--- src/rtl/blcr_pkg.sv ---
// Shared types and constants for the clipped line rasterizer.
// No dependencies; used by blcr_walk, bresenham_line_clipped_raster and blcr_check.
`default_nettype none

package blcr_pkg;

  localparam int COORD_W     = 6;
  localparam int RGB_W       = 24;
  localparam int ERR_W       = 9;
  localparam int IN_TDATA_W  = 48;
  localparam int OUT_TDATA_W = 40;

  typedef logic [COORD_W-1:0]      coord_t;
  typedef logic [RGB_W-1:0]        rgb_t;
  typedef logic signed [ERR_W-1:0] err_t;

  // Result of one error-term update.
  typedef struct packed {
    err_t err;
    logic step;
  } walk_t;

endpackage

`default_nettype wire

--- src/rtl/blcr_walk.sv ---
// Shared error-term unit: one Bresenham error update per cycle.
// Depends on blcr_pkg.
`default_nettype none

module blcr_walk (
  input  wire blcr_pkg::err_t  err,
  input  wire blcr_pkg::err_t  two_minor,
  input  wire blcr_pkg::err_t  two_diff,
  output blcr_pkg::walk_t      result
);
  import blcr_pkg::*;

  err_t sum;
  err_t sum_adj;

  // two_diff is 2*minor - 2*major, so the stepped value needs one add only.
  assign sum     = err + two_minor;
  assign sum_adj = err + two_diff;

  always_comb begin
    result.step = ~sum[ERR_W-1];
    result.err  = result.step ? sum_adj : sum;
  end

endmodule

`default_nettype wire

--- src/rtl/bresenham_line_clipped_raster.sv ---
// Line rasterizer: one item in, one item out per pixel of the line (1 to 64).
// A command is captured in IDLE, set up in SETUP and walked in RUN, where each
// of its major+1 pixels (major = longer axis span) enters the output register,
// one pixel per cycle through the shared error unit when the output is free.
// The next command is taken while the last pixel still waits at the output.
// Reset (rst, synchronous): idle, output empty, clip_enable cleared.
`default_nettype none

module bresenham_line_clipped_raster #(
  parameter int RASTER_WIDTH  = 64,
  parameter int RASTER_HEIGHT = 64
) (
  input  wire                                 clk,
  input  wire                                 rst,
  // cfg_data: clip_enable
  input  wire                                 cfg_valid,
  output logic                                cfg_ready,
  input  wire                                 cfg_data,
  // s_tdata: x_start[5:0], y_start[11:6], x_end[17:12], y_end[23:18],
  //          line_rgb[47:24]
  input  wire                                 s_tvalid,
  output logic                                s_tready,
  input  wire [blcr_pkg::IN_TDATA_W-1:0]      s_tdata,
  // m_tdata: pixel_x[5:0], pixel_y[11:6], pixel_rgb[35:12], zero fill[39:36]
  output logic                                m_tvalid,
  input  wire                                 m_tready,
  output logic [blcr_pkg::OUT_TDATA_W-1:0]    m_tdata,
  // m_tuser: drawn
  output logic                                m_tuser,
  output logic                                m_tlast
);
  import blcr_pkg::*;

  localparam int XLO = RASTER_WIDTH / 4;
  localparam int XHI = 3 * RASTER_WIDTH / 4;
  localparam int YLO = RASTER_HEIGHT / 4;
  localparam int YHI = 3 * RASTER_HEIGHT / 4;

  typedef enum logic [1:0] {IDLE, SETUP, RUN} state_t;

  state_t state;
  logic   clip_enable;

  // Command registers
  coord_t xa, ya, xb, yb;
  rgb_t   rgb;

  // Walk registers
  coord_t mj, mn, cnt;
  err_t   err, two_minor, two_diff;
  logic   steep, down;

  // Output register
  coord_t pix_x, pix_y;
  rgb_t   pix_rgb;

  // Setup logic
  logic             swap;
  coord_t           x0, y0, x1, y1, dx, ady, major, minor;
  logic signed [COORD_W:0] dy;
  logic             steep_s;

  // Run logic
  coord_t cur_x, cur_y;
  logic   in_win;
  logic   load;
  walk_t  walk;

  assign cfg_ready = 1'b1;
  assign s_tready  = (state == IDLE);
  assign m_tdata   = {{(OUT_TDATA_W - RGB_W - 2*COORD_W){1'b0}}, pix_rgb, pix_y, pix_x};

  always_comb begin
    swap = xa > xb;
    x0   = swap ? xb : xa;
    y0   = swap ? yb : ya;
    x1   = swap ? xa : xb;
    y1   = swap ? ya : yb;
    dx   = x1 - x0;
    dy   = $signed({1'b0, y1}) - $signed({1'b0, y0});
    ady  = dy[COORD_W] ? COORD_W'(-dy) : dy[COORD_W-1:0];
    steep_s = ady > dx;
    major   = steep_s ? ady : dx;
    minor   = steep_s ? dx : ady;
  end

  blcr_walk u_walk (
    .err       (err),
    .two_minor (two_minor),
    .two_diff  (two_diff),
    .result    (walk)
  );

  always_comb begin
    cur_x  = steep ? mn : mj;
    cur_y  = steep ? mj : mn;
    in_win = (32'(cur_x) >= XLO) && (32'(cur_x) <= XHI) &&
             (32'(cur_y) >= YLO) && (32'(cur_y) <= YHI);
    load   = (state == RUN) && (!m_tvalid || m_tready);
  end

  always_ff @(posedge clk) begin
    if (rst) begin
      state       <= IDLE;
      clip_enable <= 1'b0;
      m_tvalid    <= 1'b0;
    end else begin
      if (cfg_valid && cfg_ready) begin
        clip_enable <= cfg_data;
      end
      if (load) begin
        m_tvalid <= 1'b1;
      end else if (m_tready) begin
        m_tvalid <= 1'b0;
      end
      case (state)
        IDLE: begin
          if (s_tvalid) begin
            state <= SETUP;
          end
        end
        SETUP: begin
          state <= RUN;
        end
        RUN: begin
          if (load && cnt == '0) begin
            state <= IDLE;
          end
        end
        default: begin
          state <= IDLE;
        end
      endcase
    end
  end

  // Datapath registers; no reset needed.
  always_ff @(posedge clk) begin
    if (state == IDLE && s_tvalid) begin
      xa  <= s_tdata[5:0];
      ya  <= s_tdata[11:6];
      xb  <= s_tdata[17:12];
      yb  <= s_tdata[23:18];
      rgb <= s_tdata[47:24];
    end
    if (state == SETUP) begin
      steep     <= steep_s;
      down      <= dy[COORD_W];
      cnt       <= major;
      err       <= -$signed({3'b000, major});
      two_minor <= $signed({2'b00, minor, 1'b0});
      two_diff  <= $signed({2'b00, minor, 1'b0}) - $signed({2'b00, major, 1'b0});
      // A steep falling line is walked from its lower-y end, which is (x1, y1).
      if (steep_s) begin
        mj <= dy[COORD_W] ? y1 : y0;
        mn <= dy[COORD_W] ? x1 : x0;
      end else begin
        mj <= x0;
        mn <= y0;
      end
    end
    if (load) begin
      pix_x   <= cur_x;
      pix_y   <= cur_y;
      pix_rgb <= rgb;
      m_tuser <= !clip_enable || in_win;
      m_tlast <= (cnt == '0);
      err     <= walk.err;
      mj      <= mj + 1'b1;
      cnt     <= cnt - 1'b1;
      if (walk.step) begin
        mn <= down ? mn - 1'b1 : mn + 1'b1;
      end
    end
  end

endmodule

`default_nettype wire

--- config.mk ---
export PLATFORM = sky130hd
export DESIGN_NAME = bresenham_line_clipped_raster
export DESIGN_NICKNAME = d
export VERILOG_FILES = /design/src/rtl/blcr_pkg.sv /design/src/rtl/blcr_walk.sv /design/src/rtl/bresenham_line_clipped_raster.sv
export SDC_FILE = /design/constraint.sdc
export NUM_CORES = 1
export LEC_CHECK = 0
export ABC_AREA = 1
export BUFFER_PORTS_ARGS = -buffer_cell sky130_fd_sc_hd__buf_2
export CAP_MARGIN = 40
export CORE_MARGIN = 2
export CORE_UTILIZATION = 54
export CTS_BUF_LIST = sky130_fd_sc_hd__clkbuf_4 sky130_fd_sc_hd__clkbuf_8
export CTS_CLUSTER_SIZE = 28
export DETAILED_ROUTE_END_ITERATION = 12
export PLACE_DENSITY = 0.78
export SLEW_MARGIN = 5
export SYNTH_ARGS = -nofsm -noshare
export SYNTH_HDL_FRONTEND = slang
export SYNTH_SLANG_ARGS = --single-unit
--- constraint.sdc ---
create_clock -name clk -period 4.9 [get_ports clk]
set_input_delay 0.49 -clock clk [delete_from_list [all_inputs] [get_ports clk]]
set_output_delay 0.49 -clock clk [all_outputs]
set_load 0.02 [all_outputs]
* Word-level counts from Yosys, hierarchy flattened
Cells that the tools add are included.
** Word-level totals
- Input port bits :: 54
- Register bits :: 134
** Operators by class
- Equal/unequal tests :: 4
- Magnitude comparators :: 6
- Add/sub/neg operators :: 11
- Reduce and logical (&&, ||, !) cells :: 15
- Multiplexer cells :: 29
** Operators by type and width (count)
- $mux W6 :: 21
- $mux W9 :: 3
- $add A6 B1 Y6 const B :: 2
- $ge A6 B5 Y1 const B :: 2
- $gt A6 B6 Y1 :: 2
- $le A6 B6 Y1 const B :: 2
- $sub A6 B1 Y6 const B :: 2
- $add A9 B8 Y9 :: 1
- $add A9 B9 Y9 :: 1
- $neg A6 Y9 :: 1
- $sub A7 B7 Y8 :: 1
- $sub A6 B6 Y7 :: 1
- $logic_and A1 B1 Y1 :: 6
- $logic_not A6 Y1 :: 1
- $neg A6 Y6 :: 1
- $pmux W2 S3 :: 1
- $sub A6 B6 Y6 :: 1
- $mux W2 :: 2
- $reduce_bool A2 Y1 :: 2
- $eq A2 B1 Y1 const B :: 1
- $eq A2 B2 Y1 const B :: 1
- $logic_not A1 Y1 :: 2
- $logic_not A2 Y1 :: 1
- $logic_or A1 B1 Y1 :: 2
- 4 further kinds :: 5

* Longest topological paths before layout
- Depth in word-level cells :: 10
- Gate-level depth with buffers :: 37
- Depth with buffers taken out :: 37

* Hierarchy
A second synthesis with hierarchy kept.
** Unflattened totals
- Cells, all modules :: 874
- Area total of the unflattened synthesis :: 7863.8 sq um
** Modules (own cells, without submodules)
- bresenham_line_clipped_raster :: sequential area each 3863.7 sq um, times used 1, area an instance 6905.4 sq um, cells an instance 702
- blcr_walk :: sequential area each 0.0 sq um, times used 1, area an instance 958.4 sq um, cells an instance 172

* Least setup slack after synthesis
Ideal clock, no wire load.
- Path type :: register to register
- From :: register xa[4]
- To :: register two_diff[5], data pin
- Data arrival time :: 4.367 ns
- Period minus slack after synthesis :: 4.620 ns
- Buffers on the path :: 1
- Stages on the path, launching flop included :: 31
- Data required time :: 4.648 ns
- Setup slack :: 0.280 ns
- Setup time :: 0.252 ns
- Cells stage by stage :: edfxtp_1 > ha_1 > nand2_1 > nor2_2 > nand3_2 > buf_6 > nand3_1 > nand3_1 > ha_1 > inv_1 > nand2_1 > nor2_2 > nand3_1 > nand3_1 > nand2_2 > ha_1 > nand2_1 > nor2_1 > o21ai_0 > o211ai_1 > nand2_1 > clkinv_1 > nand2_1 > o21ai_1 > or2_2 > ha_1 > a21o_1 > nand2_1 > nand2_1 > nand2_1 > nand2_1
** Between the ends
- Word-level cells in the longest chain between the ends :: 8
- Elaborated cells between the ends (all ways) :: 13
** Ends and longest elaborated chain
- from (decl) :: line bresenham_line_clipped_raster.sv:45 : coord_t xa, ya, xb, yb;
- from (signal assigned) :: line bresenham_line_clipped_raster.sv:140 : xa <= s_tdata[5:0];
- $gt A6 B6 Y1 :: line bresenham_line_clipped_raster.sv:74 : swap = xa > xb;
- $mux W6 (on tied branches) :: line bresenham_line_clipped_raster.sv:78, bresenham_line_clipped_raster.sv:76
- $sub A6 B6 Y7 :: line bresenham_line_clipped_raster.sv:80 : dy = $signed({1'b0, y1}) - $signed({1'b0, y0});
- $neg A6 Y6 :: line bresenham_line_clipped_raster.sv:81 : ady = dy[COORD_W] ? COORD_W'(-dy) : dy[COORD_W-1:0];
- $mux W6 :: line bresenham_line_clipped_raster.sv:81
- $gt A6 B6 Y1 :: line bresenham_line_clipped_raster.sv:82 : steep_s = ady > dx;
- $mux W6 * :: line bresenham_line_clipped_raster.sv:84 : minor = steep_s ? dx : ady;
- named net minor[0] :: line bresenham_line_clipped_raster.sv:59 : coord_t x0, y0, x1, y1, dx, ady, major, minor;
- $sub A7 B7 Y8 * :: line bresenham_line_clipped_raster.sv:152 : two_diff <= $signed({2'b00, minor, 1'b0}) - $signed({2'b00, major, 1'b0});
- to (signal assigned) :: line bresenham_line_clipped_raster.sv:152
- to (decl) :: line bresenham_line_clipped_raster.sv:50 : err_t err, two_minor, two_diff;
Mark *: on every way through the listed nets, which the timed path passes. The rest lies on a longest branch.
A chain may end at the register's enable or synchronous reset.

* Worst setup path in the final report
- From :: register xa[2]
- To :: register two_diff[5], data pin
** Between the ends
- Word-level cells in the longest chain between the ends :: 8
- Elaborated cells between the ends (all ways) :: 13
** Ends and longest elaborated chain (line)
- $gt A6 B6 Y1 :: bresenham_line_clipped_raster.sv:74
- $mux W6 (on tied branches) :: bresenham_line_clipped_raster.sv:78, bresenham_line_clipped_raster.sv:76
- $sub A6 B6 Y7 :: bresenham_line_clipped_raster.sv:80
- $neg A6 Y6 :: bresenham_line_clipped_raster.sv:81
- $mux W6 :: bresenham_line_clipped_raster.sv:81
- $gt A6 B6 Y1 :: bresenham_line_clipped_raster.sv:82
- $mux W6 (on tied branches) :: bresenham_line_clipped_raster.sv:84, bresenham_line_clipped_raster.sv:83
- $sub A7 B7 Y8 * :: bresenham_line_clipped_raster.sv:152
Mark *: on every way between the ends. The rest lies on a longest branch, timed or not.

==> impl_metrics.xml <==
<?xml version="1.0" encoding="UTF-8"?>
<metrics>
  <group name="setup_path">
    <metric name="timing.critical_path.slowest_cell_delay" unit="ns">0.45</metric>
    <metric name="worstRegToRegCells" unit="">30</metric>
    <metric name="setup.worst_path.start_class" unit="">flip-flop</metric>
    <metric name="crit_slowest_cell" unit="">edfxtp_1</metric>
    <metric name="cp.arrival" unit="ns">5.01</metric>
    <metric name="crit_path_max_fanout" unit="">10</metric>
    <metric name="cpLargestDelayFamily" unit="">simple AND/OR/NAND/NOR gates</metric>
    <metric name="worst_path_most_repeated_cell" unit="">nand2_1</metric>
    <metric name="reg2reg_setup_slack" unit="ns">0.11</metric>
    <metric name="timing.setup.critical_path_class" unit="">flip-flop to flip-flop</metric>
    <metric name="regToRegStartpoint" unit="">xa[2]$_DFFE_PP_</metric>
    <metric name="critPathCaptureType" unit="">flip-flop</metric>
    <metric name="cp_num_buf_inv" unit="">3</metric>
    <metric name="reg_to_reg_end" unit="">two_diff[5]$_DFFE_PP_</metric>
    <metric name="worstPathRequired" unit="ns">5.11</metric>
  </group>
  <group name="route">
    <metric name="drt_wl_total" unit="µm">17100</metric>
    <metric name="drtPass1Iterations" unit="">5</metric>
    <metric name="dr.first_iter.drc_count" unit="">620</metric>
    <metric name="via_per_inst" unit="">5.41</metric>
    <metric name="post_drt_wl_per_cell" unit="µm">15.1</metric>
    <metric name="drt_drc_violations_left" unit="">0</metric>
    <metric name="detailroute.via_count" unit="">6133</metric>
    <metric name="drtAntennaViolNets" unit="">0</metric>
  </group>
  <group name="place">
    <metric name="gp_routability_congestion" unit="">0.911</metric>
    <metric name="io_buffer_count" unit="">93</metric>
    <metric name="dp_worst_setup_slack" unit="ns">-0.110</metric>
    <metric name="placed_cells_incl_taps" unit="">1081</metric>
    <metric name="detailedPlacementHpwl" unit="µm">11900</metric>
    <metric name="dpl_cell_area" unit="mm²">0.00820</metric>
  </group>
  <group name="pwr">
    <metric name="cellLeakagePower" unit="nW">4.04</metric>
    <metric name="power.ir.vdd_worst" unit="mV">0.250</metric>
    <metric name="power_density" unit="mW/mm²">552</metric>
    <metric name="power.total" unit="W">0.00501</metric>
  </group>
  <group name="clock_network">
    <metric name="hold_buffers" unit="">0</metric>
    <metric name="ctsLongestPathBuffers" unit="">2</metric>
    <metric name="clock_tree.htree_level_count" unit="">4</metric>
    <metric name="cts-root-buf" unit="">clkbuf_8</metric>
    <metric name="numCtsBuffers" unit="">17</metric>
    <metric name="clk_transition_reported_paths" unit="ns">0.09</metric>
    <metric name="numClockSinks" unit="">131</metric>
    <metric name="cts_tree" unit="">built</metric>
    <metric name="clk_latency" unit="ns">0.46</metric>
  </group>
  <group name="finish">
    <metric name="antennaDiodeCount" unit="">0</metric>
    <metric name="fill_cells" unit="">973</metric>
    <metric name="fin_cells" unit="">1133</metric>
    <metric name="seqCellArea" unit="mm²">0.00383</metric>
    <metric name="drive_above_1_share" unit="">0.276</metric>
    <metric name="final_net_count" unit="">1034</metric>
    <metric name="area_of_combinational_cells_with_multiple_inputs" unit="mm²">0.00338</metric>
    <metric name="areaGrowthSynthToFinish" unit="%">21.2</metric>
    <metric name="final_area" unit="mm²">0.00907</metric>
  </group>
  <group name="synthesis">
    <metric name="netlist.top_cell.by_area" unit="">edfxtp_1</metric>
    <metric name="syn_area_per_cell" unit="µm²">9.22</metric>
    <metric name="gate_count_after_technology_mapping" unit="">812</metric>
    <metric name="yosys_register_bits" unit="">131</metric>
    <metric name="synthesis.area" unit="mm²">0.00749</metric>
    <metric name="share_of_the_yosys_chip_area_belonging_to_registers" unit="">0.512</metric>
    <metric name="synth_top_flop_cell" unit="">edfxtp_1</metric>
    <metric name="yosysWarningCount" unit="">0</metric>
    <metric name="synth-edff-count" unit="">121</metric>
    <metric name="synth_async_sr_flop_share" unit="">0</metric>
    <metric name="synth_top_cell_area_share" unit="">0.485</metric>
    <metric name="post_synth_num_cell_types" unit="">48</metric>
    <metric name="synthTopCellsByArea" unit="">edfxtp_1, nand2_1, ha_1</metric>
  </group>
  <group name="global_routing">
    <metric name="grt_start_max_net_pins" unit="">54</metric>
    <metric name="globalRouteOverflowTotal" unit="">0</metric>
    <metric name="grt_usage" unit="">0.236</metric>
    <metric name="grt_first_pass_wirelength" unit="µm">26900</metric>
    <metric name="grt_pass1_vias" unit="">5783</metric>
    <metric name="grt_antenna_before_repair" unit="">0</metric>
  </group>
  <group name="floorplan">
    <metric name="die_height" unit="µm">122</metric>
    <metric name="floorplan.io_pins" unit="">99</metric>
    <metric name="floorplan.core_area" unit="mm²">0.0137</metric>
    <metric name="floorplan.initialDensity" unit="">0.546</metric>
    <metric name="design.die.area" unit="mm²">0.0148</metric>
    <metric name="floorplan.rows" unit="">43</metric>
    <metric name="fp.dieW" unit="µm">122</metric>
  </group>
  <group name="timing">
    <metric name="drv_slew" unit="">0</metric>
    <metric name="finalHoldViolCount" unit="">0</metric>
    <metric name="clock.fmax" unit="MHz">209</metric>
    <metric name="final_period_minus_worst_setup_slack" unit="ns">4.79</metric>
    <metric name="final_setup_violation_count" unit="">0</metric>
    <metric name="finalWorstSetupSlack" unit="ns">0.105</metric>
    <metric name="fin_crit_sh" unit="">0.979</metric>
    <metric name="timing.clock.skew" unit="ns">0.0200</metric>
    <metric name="slew-limit-headroom" unit="">0.525</metric>
    <metric name="worst-slew-pin-transition" unit="ns">0.712</metric>
  </group>
  <group name="hold_path">
    <metric name="min_path_cells" unit="">1</metric>
    <metric name="end_of_the_worst_hold_path" unit="">yb[4]$_DFFE_PP_</metric>
    <metric name="hold_class" unit="">input pin to flip-flop</metric>
    <metric name="timing.hold.worst.start" unit="">s_tdata[22]</metric>
  </group>
  <group name="job">
    <metric name="drv_cap" unit="">0</metric>
  </group>
  <group name="run_status">
    <metric name="outcome" unit="">complete, no violations</metric>
  </group>
</metrics>
[cell usage in the layout (no fill, tap or decap), types with 6 or more instances in the layout]
| cell type | synthesis | routed |
|---|---|---|
| o21ai_0 | 54 | 49 |
| o211ai_1 | 8 | 8 |
| ha_1 | 37 | 26 |
| nor2_1 | 45 | 42 |
| or2_2 | 7 | 6 |
| buf_4 | 5 | 31 |
| o21ai_2 | 3 | 7 |
| inv_6 | 0 | 7 |
| buf_2 | 6 | 93 |
| nand2_1 | 195 | 183 |
| edfxtp_1 | 121 | 121 |
| nand3_1 | 52 | 49 |
| nand4_1 | 10 | 10 |
| clkbuf_8 | 0 | 18 |
| xor2_1 | 13 | 13 |
| dfxtp_1 | 10 | 10 |
| nand2_2 | 19 | 30 |
| ha_4 | 0 | 10 |
| a21oi_1 | 24 | 23 |
| inv_2 | 9 | 11 |
| o21ai_1 | 8 | 6 |
| inv_1 | 103 | 100 |
| a31oi_1 | 7 | 7 |
| nand3_2 | 11 | 11 |
[power breakdown]
group	switching [W]	internal, W
combinational	0.00151	0.000928
clock	0.000471	0.000481
sequential	0.000118	0.00150
[synth_stat cells (9+ instances only)]
cell      number
a21oi_1       24
nand2_2       19
nand2_1      195
xor2_1        13
nand3_2       11
edfxtp_1     121
nand3_1       52
inv_1        103
inv_2          9
ha_1          37
nand4_1       10
o21ai_0       54
nor2_1        45
dfxtp_1       10
[worst max-delay path by stage]
stage,startpoint,to,slack (ns),cells past startpoint
after floorplan,xa[4]$_DFFE_PP_,two_diff[5]$_DFFE_PP_,0.28,30
after global placement,xa[5]$_DFFE_PP_,two_diff[5]$_DFFE_PP_,0.1,30
after detailed placement,xa[5]$_DFFE_PP_,two_diff[5]$_DFFE_PP_,-0.11,29
after CTS,xb[5]$_DFFE_PP_,two_diff[5]$_DFFE_PP_,0.007,33
after global routing,xb[4]$_DFFE_PP_,two_diff[5]$_DFFE_PP_,-0.08,32
final,xa[2]$_DFFE_PP_,two_diff[5]$_DFFE_PP_,0.11,30
[per-layer routing]
metal | track usage | part of all wire
met3 | 0.0515 | 0.067
met5 | 0 | 0
met4 | 0.106 | 0.033
met2 | 0.383 | 0.48
met1 | 0.304 | 0.42
[registers in the layout, indices dropped and copies added, names as in the netlist, 7 cells and up]
signal,flops
pix_rgb,24
rgb,24
err,8
two_diff,7
[repair_timing]
item                       4_1_cts  5_1_grt
setup buffers                    0       20
setup endpoints to repair        9       20
resized for setup                8       60
pin swaps                        0       19
[area by class of cell]
cell class,count,share of cell area
Sequential cell,131,0.423
Multi-Input combinational cell,547,0.372
Timing Repair Buffer,130,0.0872
Inverter,113,0.0476
Clock buffer,18,0.0273
Tap cell,180,0.0248
Clock inverter,14,0.0181
[per-stage QoR]
step / setup TNS [ns] / hold WS [ns] / util
after floorplan: 0 / 0.400 / -
final: 0 / 0.194 / 0.661
after detailed placement: -0.360 / 0.405 / 0.598
after global routing: -0.294 / 0.177 / 0.661
after global placement: 0 / 0.401 / 0.596
after CTS: 0 / 0.180 / 0.629
[cells by family after synthesis]
kind of cell,synth area share
other cells,0.00100
buf+inv,0.0772
flops,0.512
xor+xnor,0.0242
compound gates,0.0901
simple gates,0.224
fa+ha+maj,0.0699
mux,0.00134
[worst register-to-register path: cells and delay by family, from the launching register on]
family                     cells  cell delay, ns
and+or+nand+nor               17            1.84
adders and majority gates      4            0.99
AOI/OAI and AO/OA              5            0.74
DFF                            1            0.45
buffers and inverters          3            0.31
xor gates and xnor gates       1            0.19
No activity file was read; power rests on OpenSTA's default activity.
